**src/rtl/fps_pkg.sv**
```systemverilog
// Shared widths, opcodes and controller/datapath interface types for the prefix-sum table.
package fps_pkg;

  localparam int DATA_W  = 32;
  localparam int POS_W   = 10;
  localparam int CNT_W   = 11;
  localparam int PADDR_W = 2;
  localparam int PDATA_W = 32;

  localparam logic [CNT_W-1:0] CNT_RESET = 11'd1024;

  localparam logic OP_ADD   = 1'b0;
  localparam logic OP_QUERY = 1'b1;

  // Commands issued by the controller to the datapath.
  typedef struct packed {
    logic start;     // latch a new item and load the first node
    logic clr_step;  // write zero at the clear address and advance it
    logic add_rd;    // read the current node for an add
    logic add_wr;    // write node plus delta and move to the parent
    logic q_step;    // read the current node for a query and move down
    logic q_neg;     // reads issued now are subtracted
    logic load_lo;   // start the lower prefix walk
    logic out_load;  // capture the finished total
  } cmd_t;

  // Status returned by the datapath.
  typedef struct packed {
    logic add_skip;     // add position lies at or past the used count
    logic node_zero;    // downward walk has finished
    logic up_in_range;  // next node of an upward walk is still in use
    logic clr_last;     // clear pass is at its last entry
  } sts_t;

endpackage

```
**src/rtl/fps_controller.sv**
```systemverilog
// Sequencing state machine for the clear pass, add walks and range-sum walks.
module fps_controller import fps_pkg::*; (
  input  logic clk_i,
  input  logic rst_ni,
  input  logic in_valid_i,
  input  logic operation_i,
  input  logic out_stall_i,
  input  sts_t sts_i,
  output cmd_t cmd_o,
  output logic in_stall_o,
  output logic out_valid_o
);

  localparam logic [2:0] ST_CLEAR  = 3'd0;
  localparam logic [2:0] ST_IDLE   = 3'd1;
  localparam logic [2:0] ST_ADD_RD = 3'd2;
  localparam logic [2:0] ST_ADD_WR = 3'd3;
  localparam logic [2:0] ST_Q_HI   = 3'd4;
  localparam logic [2:0] ST_Q_LO   = 3'd5;
  localparam logic [2:0] ST_Q_DONE = 3'd6;

  logic [2:0] state_q, state_d;
  logic       out_valid_q, out_valid_d;

  always_comb begin
    state_d     = state_q;
    cmd_o       = '0;
    out_valid_d = out_valid_q && out_stall_i;
    case (state_q)
      ST_CLEAR: begin
        cmd_o.clr_step = 1'b1;
        if (sts_i.clr_last) state_d = ST_IDLE;
      end
      ST_IDLE: begin
        if (in_valid_i) begin
          cmd_o.start = 1'b1;
          if (operation_i == OP_QUERY) begin
            state_d = ST_Q_HI;
          end else if (!sts_i.add_skip) begin
            state_d = ST_ADD_RD;
          end
        end
      end
      ST_ADD_RD: begin
        cmd_o.add_rd = 1'b1;
        state_d      = ST_ADD_WR;
      end
      ST_ADD_WR: begin
        cmd_o.add_wr = 1'b1;
        state_d      = sts_i.up_in_range ? ST_ADD_RD : ST_IDLE;
      end
      ST_Q_HI: begin
        if (sts_i.node_zero) begin
          cmd_o.load_lo = 1'b1;
          state_d       = ST_Q_LO;
        end else begin
          cmd_o.q_step = 1'b1;
        end
      end
      ST_Q_LO: begin
        cmd_o.q_neg = 1'b1;
        if (sts_i.node_zero) begin
          state_d = ST_Q_DONE;
        end else begin
          cmd_o.q_step = 1'b1;
        end
      end
      ST_Q_DONE: begin
        if (!out_valid_q || !out_stall_i) begin
          cmd_o.out_load = 1'b1;
          out_valid_d    = 1'b1;
          state_d        = ST_IDLE;
        end
      end
      default: begin
        state_d = ST_IDLE;
      end
    endcase
  end

  always_ff @(posedge clk_i or negedge rst_ni) begin
    if (!rst_ni) begin
      state_q     <= ST_CLEAR;
      out_valid_q <= 1'b0;
    end else begin
      state_q     <= state_d;
      out_valid_q <= out_valid_d;
    end
  end

  assign in_stall_o  = (state_q != ST_IDLE);
  assign out_valid_o = out_valid_q;

endmodule

```
**config.mk**
```make
export PLATFORM = sky130hd
export DESIGN_NAME = fps_controller
export DESIGN_NICKNAME = d
export VERILOG_FILES = /design/src/rtl/fps_pkg.sv /design/src/rtl/fps_controller.sv
export SDC_FILE = /design/constraint.sdc
export NUM_CORES = 1
export LEC_CHECK = 0
export BUFFER_PORTS_ARGS = -buffer_cell sky130_fd_sc_hd__buf_2
export CAP_MARGIN = 20
export CORE_AREA = 3 3 40 42
export CTS_CLUSTER_SIZE = 8
export DETAILED_ROUTE_END_ITERATION = 7
export DIE_AREA = 0 0 43 45
export GPL_ROUTABILITY_DRIVEN = 0
export REMOVE_ABC_BUFFERS = 1
export SKIP_LAST_GASP = 1
export SLEW_MARGIN = 40
export SYNTH_ARGS = -nofsm -noshare
export SYNTH_HDL_FRONTEND = slang
export SYNTH_SLANG_ARGS = --single-unit
```
**constraint.sdc**
```tcl
create_clock -name clk_i -period 2.1 [get_ports clk_i]
set_input_delay 0 -clock clk_i [delete_from_list [all_inputs] [get_ports clk_i]]
set_output_delay 0 -clock clk_i [all_outputs]
set_load 0.01 [all_outputs]
```
==> reports/metrics.csv <==
stage;metric;value;unit
floorplan;die height;45;µm
floorplan;io pins;19;
timing;RSZ-0062 raised after global routing;false;
floorplan;FP Rows;13;
synthesis;Syn Inst Count;44;
synthesis;sequential share of the synthesized area;27.12;%
timing;achievable frequency;583.7;MHz
run_status;status;completed;
global_routing;vias in the first global route;327;
cells_and_area;filler instances;141;
critical_path;Worst setup startpoint;state_q[1];
pwr;P_leak;0.2583;nW
synthesis;Synth cell types;28;
timing;Final TNS setup;0;ns
clock_network;Post-CTS Resized;0;
pwr;sw frac;42.78;%
timing;Least-Margin Pin Slew;0.3338;ns
cells_and_area;n_diodes;0;
cells_and_area;final core utilization;38.27;%
synthesis;Synth Cell Area;369.1;µm²
routing;DR pass1 iterations;4;
critical_path;crit end category;register;
floorplan;core outline area;1285;µm²
pwr;maximum vdd drop;0.5181;mV
routing;Iter 0 DRT Violations;6;
critical_path;CP Max Fanout;12;
routing;Routed WL;911;µm
timing;Tcrit/Tclk final;81.59;%
critical_path;Setup crit start kind;register;
floorplan;Initial Util;28.72;%
synthesis;Synth Register Bits;4;
critical_path;CP peak stage delay;0.55;ns
pwr;Net Switching;275.2;µW
global_routing;grt total ovfl;0;
synthesis;Async S/R FF share, synth;100.0;%
place;Post-DP HPWL;702.3;µm
timing;Slew Viols, Final;0;
global_routing;gr usage total;9.540;%
clock_network;clk slew on worst S/H paths;0.04;ns
global_routing;M1 GR Usage;12.47;%
global_routing;GR Util met2;14.07;%
timing;fin crit period;1.713;ns
clock_network;clock latency on the worst-skew pair;0.23;ns
run;max-cap violations;0;
global_routing;largest net degree at the start of global routing;13;
synthesis;top post-synthesis cells by area;dfrtp_1 (27%), a211o_4 (4.7%), buf_2 (4.1%);
clock_network;Setup Fix Bufs, Post-CTS;0;
synthesis;largest area contributor in the netlist;dfrtp_1;
clock_network;CTS tree;yes;
synthesis;top cells by count, synth;dfrtp_1 (4), inv_1 (4), nor2_1 (4);
pwr;Internal Power;368.1;µW
cells_and_area;Design Area, Final;491.7;µm²
routing;vias;369;
pwr;power per standard cell area;1308;nW/µm²
routing;DR WL/cell;11.68;µm
floorplan;die area;1935;µm²
cells_and_area;final non-filler cell total;78;
synthesis;Syn Area/Cell;8.389;µm²
timing;Rel. slew slack;77.74;%
timing;Final Hold Viols;0;
cells_and_area;share of cells above drive strength 1;41.27;%
synthesis;number of synthesized flops with an enable pin;0;
clock_network;H-tree depth;1;
place;IO buf count;18;
floorplan;Die W;43;µm
global_routing;global routing's busiest layer;met2;
pwr;Comb pwr share;60.0;%
critical_path;Crit Path Category;register to register;
cells_and_area;FF+latch area;100.1;µm²
cells_and_area;area of the multi-input gates;227.7;µm²
clock_network;Num CTS Buffers;3;
timing;setup slack after layout;0.3867;ns
routing;vias per cell;4.731;
synthesis;yosys warns;0;
clock_network;# clock sinks;4;
pwr;clock share of power;14.6;%
timing;Worst Skew;0.0005251;ns
clock_network;Root Buffer;clkbuf_4;
routing;ANT nets after route;0;
place;pre-CTS setup slack;0.3951;ns
clock_network;CTS Hold Buffers Added;1;
place;DP Cell Count;74;
critical_path;CP Cell Sequence;or4b_1 > o31ai_1 > a211o_4 > mux2_4;
critical_path;reg2reg start;state_q[1];
timing;# setup viols final;0;
critical_path;crit path max-delay cell type;or4b_1;
global_routing;initial antenna violation count;0;
worst_hold_path;hold crit path type;primary input to register;
cells_and_area;Final Net Count;75;
synthesis;share of the synthesized area in the top cell type;27.12;%
cells_and_area;area grow syn2layout;33.22;%
synthesis;Primary FF master, synth;dfrtp_1;
critical_path;crit path DAT;1.83;ns
pwr;Reg power frac;25.4;%
global_routing;first-pass GRT wire length;1331;µm
routing;# DRC;0;
worst_hold_path;min-delay src;out_stall_i;
clock_network;Bufs on Longest Clock Path;2;
place;Placed Area;459.2;µm²
global_routing;met3 Use GR;2.789;%
critical_path;Worst Path Required;2.22;ns
[state kept, by name (all words and copies together) (netlist names)]
register / count
out_valid_o: 1
state_q: 3
[per-layer routing]
layer / share of wire, % / routed length, µm
met5: 0 / 0
met4: 2.1 / 19
met3: 7.8 / 71
met2: 43 / 389
met1: 47 / 430
[per-stage QoR]
stage          power, mW  hold slack [ns]
3_3_place_gp      0.5464          -0.1923
6_report          0.6433          0.02335
4_1_cts           0.6512          0.01568
3_5_place_dp      0.5482          -0.1941
5_1_grt           0.6921          0.04756
2_1_floorplan     0.4256          -0.2956
[power groups by stage]
stage	Clock, mW	Combinational [mW]	Sequential, mW
floorplan	0	0.269	0.156
global placement	0	0.384	0.162
detailed placement	0	0.384	0.164
CTS	0.0989	0.389	0.163
global route	0.103	0.416	0.173
finish	0.0939	0.386	0.163
[cell usage in the layout, fill, tap and decap left out]
master,instances
buf_2,18
inv_1,4
nor2_1,4
dfrtp_1,4
nor3_1,3
clkbuf_4,3
a21oi_1,2
nand2_1,2
o22ai_1,2
or3b_1,1
and3b_2,1
and4_1,1
nand3_1,1
and3_2,1
nand4_1,1
or3_1,1
or4b_1,1
o31ai_1,1
a211o_4,1
or2b_1,1
a31oi_1,1
o22a_1,1
mux2_4,1
o21a_1,1
a211oi_1,1
o21ai_0,1
mux2i_1,1
ha_1,1
dlygate4sd3_1,1
buf_4,1
[worst max-delay path: cells and delay by family (launching register included)]
family             cells  cell delay, ns
and+or+nand+nor        1            0.55
DFF                    1            0.49
AOI/OAI and AO/OA      2            0.28
muxes                  1            0.29
[cells by family after synthesis]
group	after synthesis	share of synthesized area [%]
fa+ha+maj	1	3.389
mux	2	6.779
compound gates	11	22.38
buf+inv	8	11.18
flops	4	27.12
simple gates	18	29.15
[layout make-up]
cell class	instances	area share, %
flip-flops and latches	4	20.36
clock buffers	3	4.580
repair buffers	20	21.88
inverters	4	3.053
multi-input cells	32	46.31
well taps	15	3.817
[final timing paths]
path                                     to  slack (ns)  cells past startpoint
min in group asynchronous        state_q[2]        0.12                      2
worst max-delay path             state_q[2]        0.39                      4
worst min register to register  out_valid_o        0.55                      2
worst max register to register   state_q[2]        0.39                      4
worst min-delay path            out_valid_o        0.02                      3
max in group asynchronous        state_q[1]        1.87                      2
No activity file was read; power rests on OpenSTA's default activity.
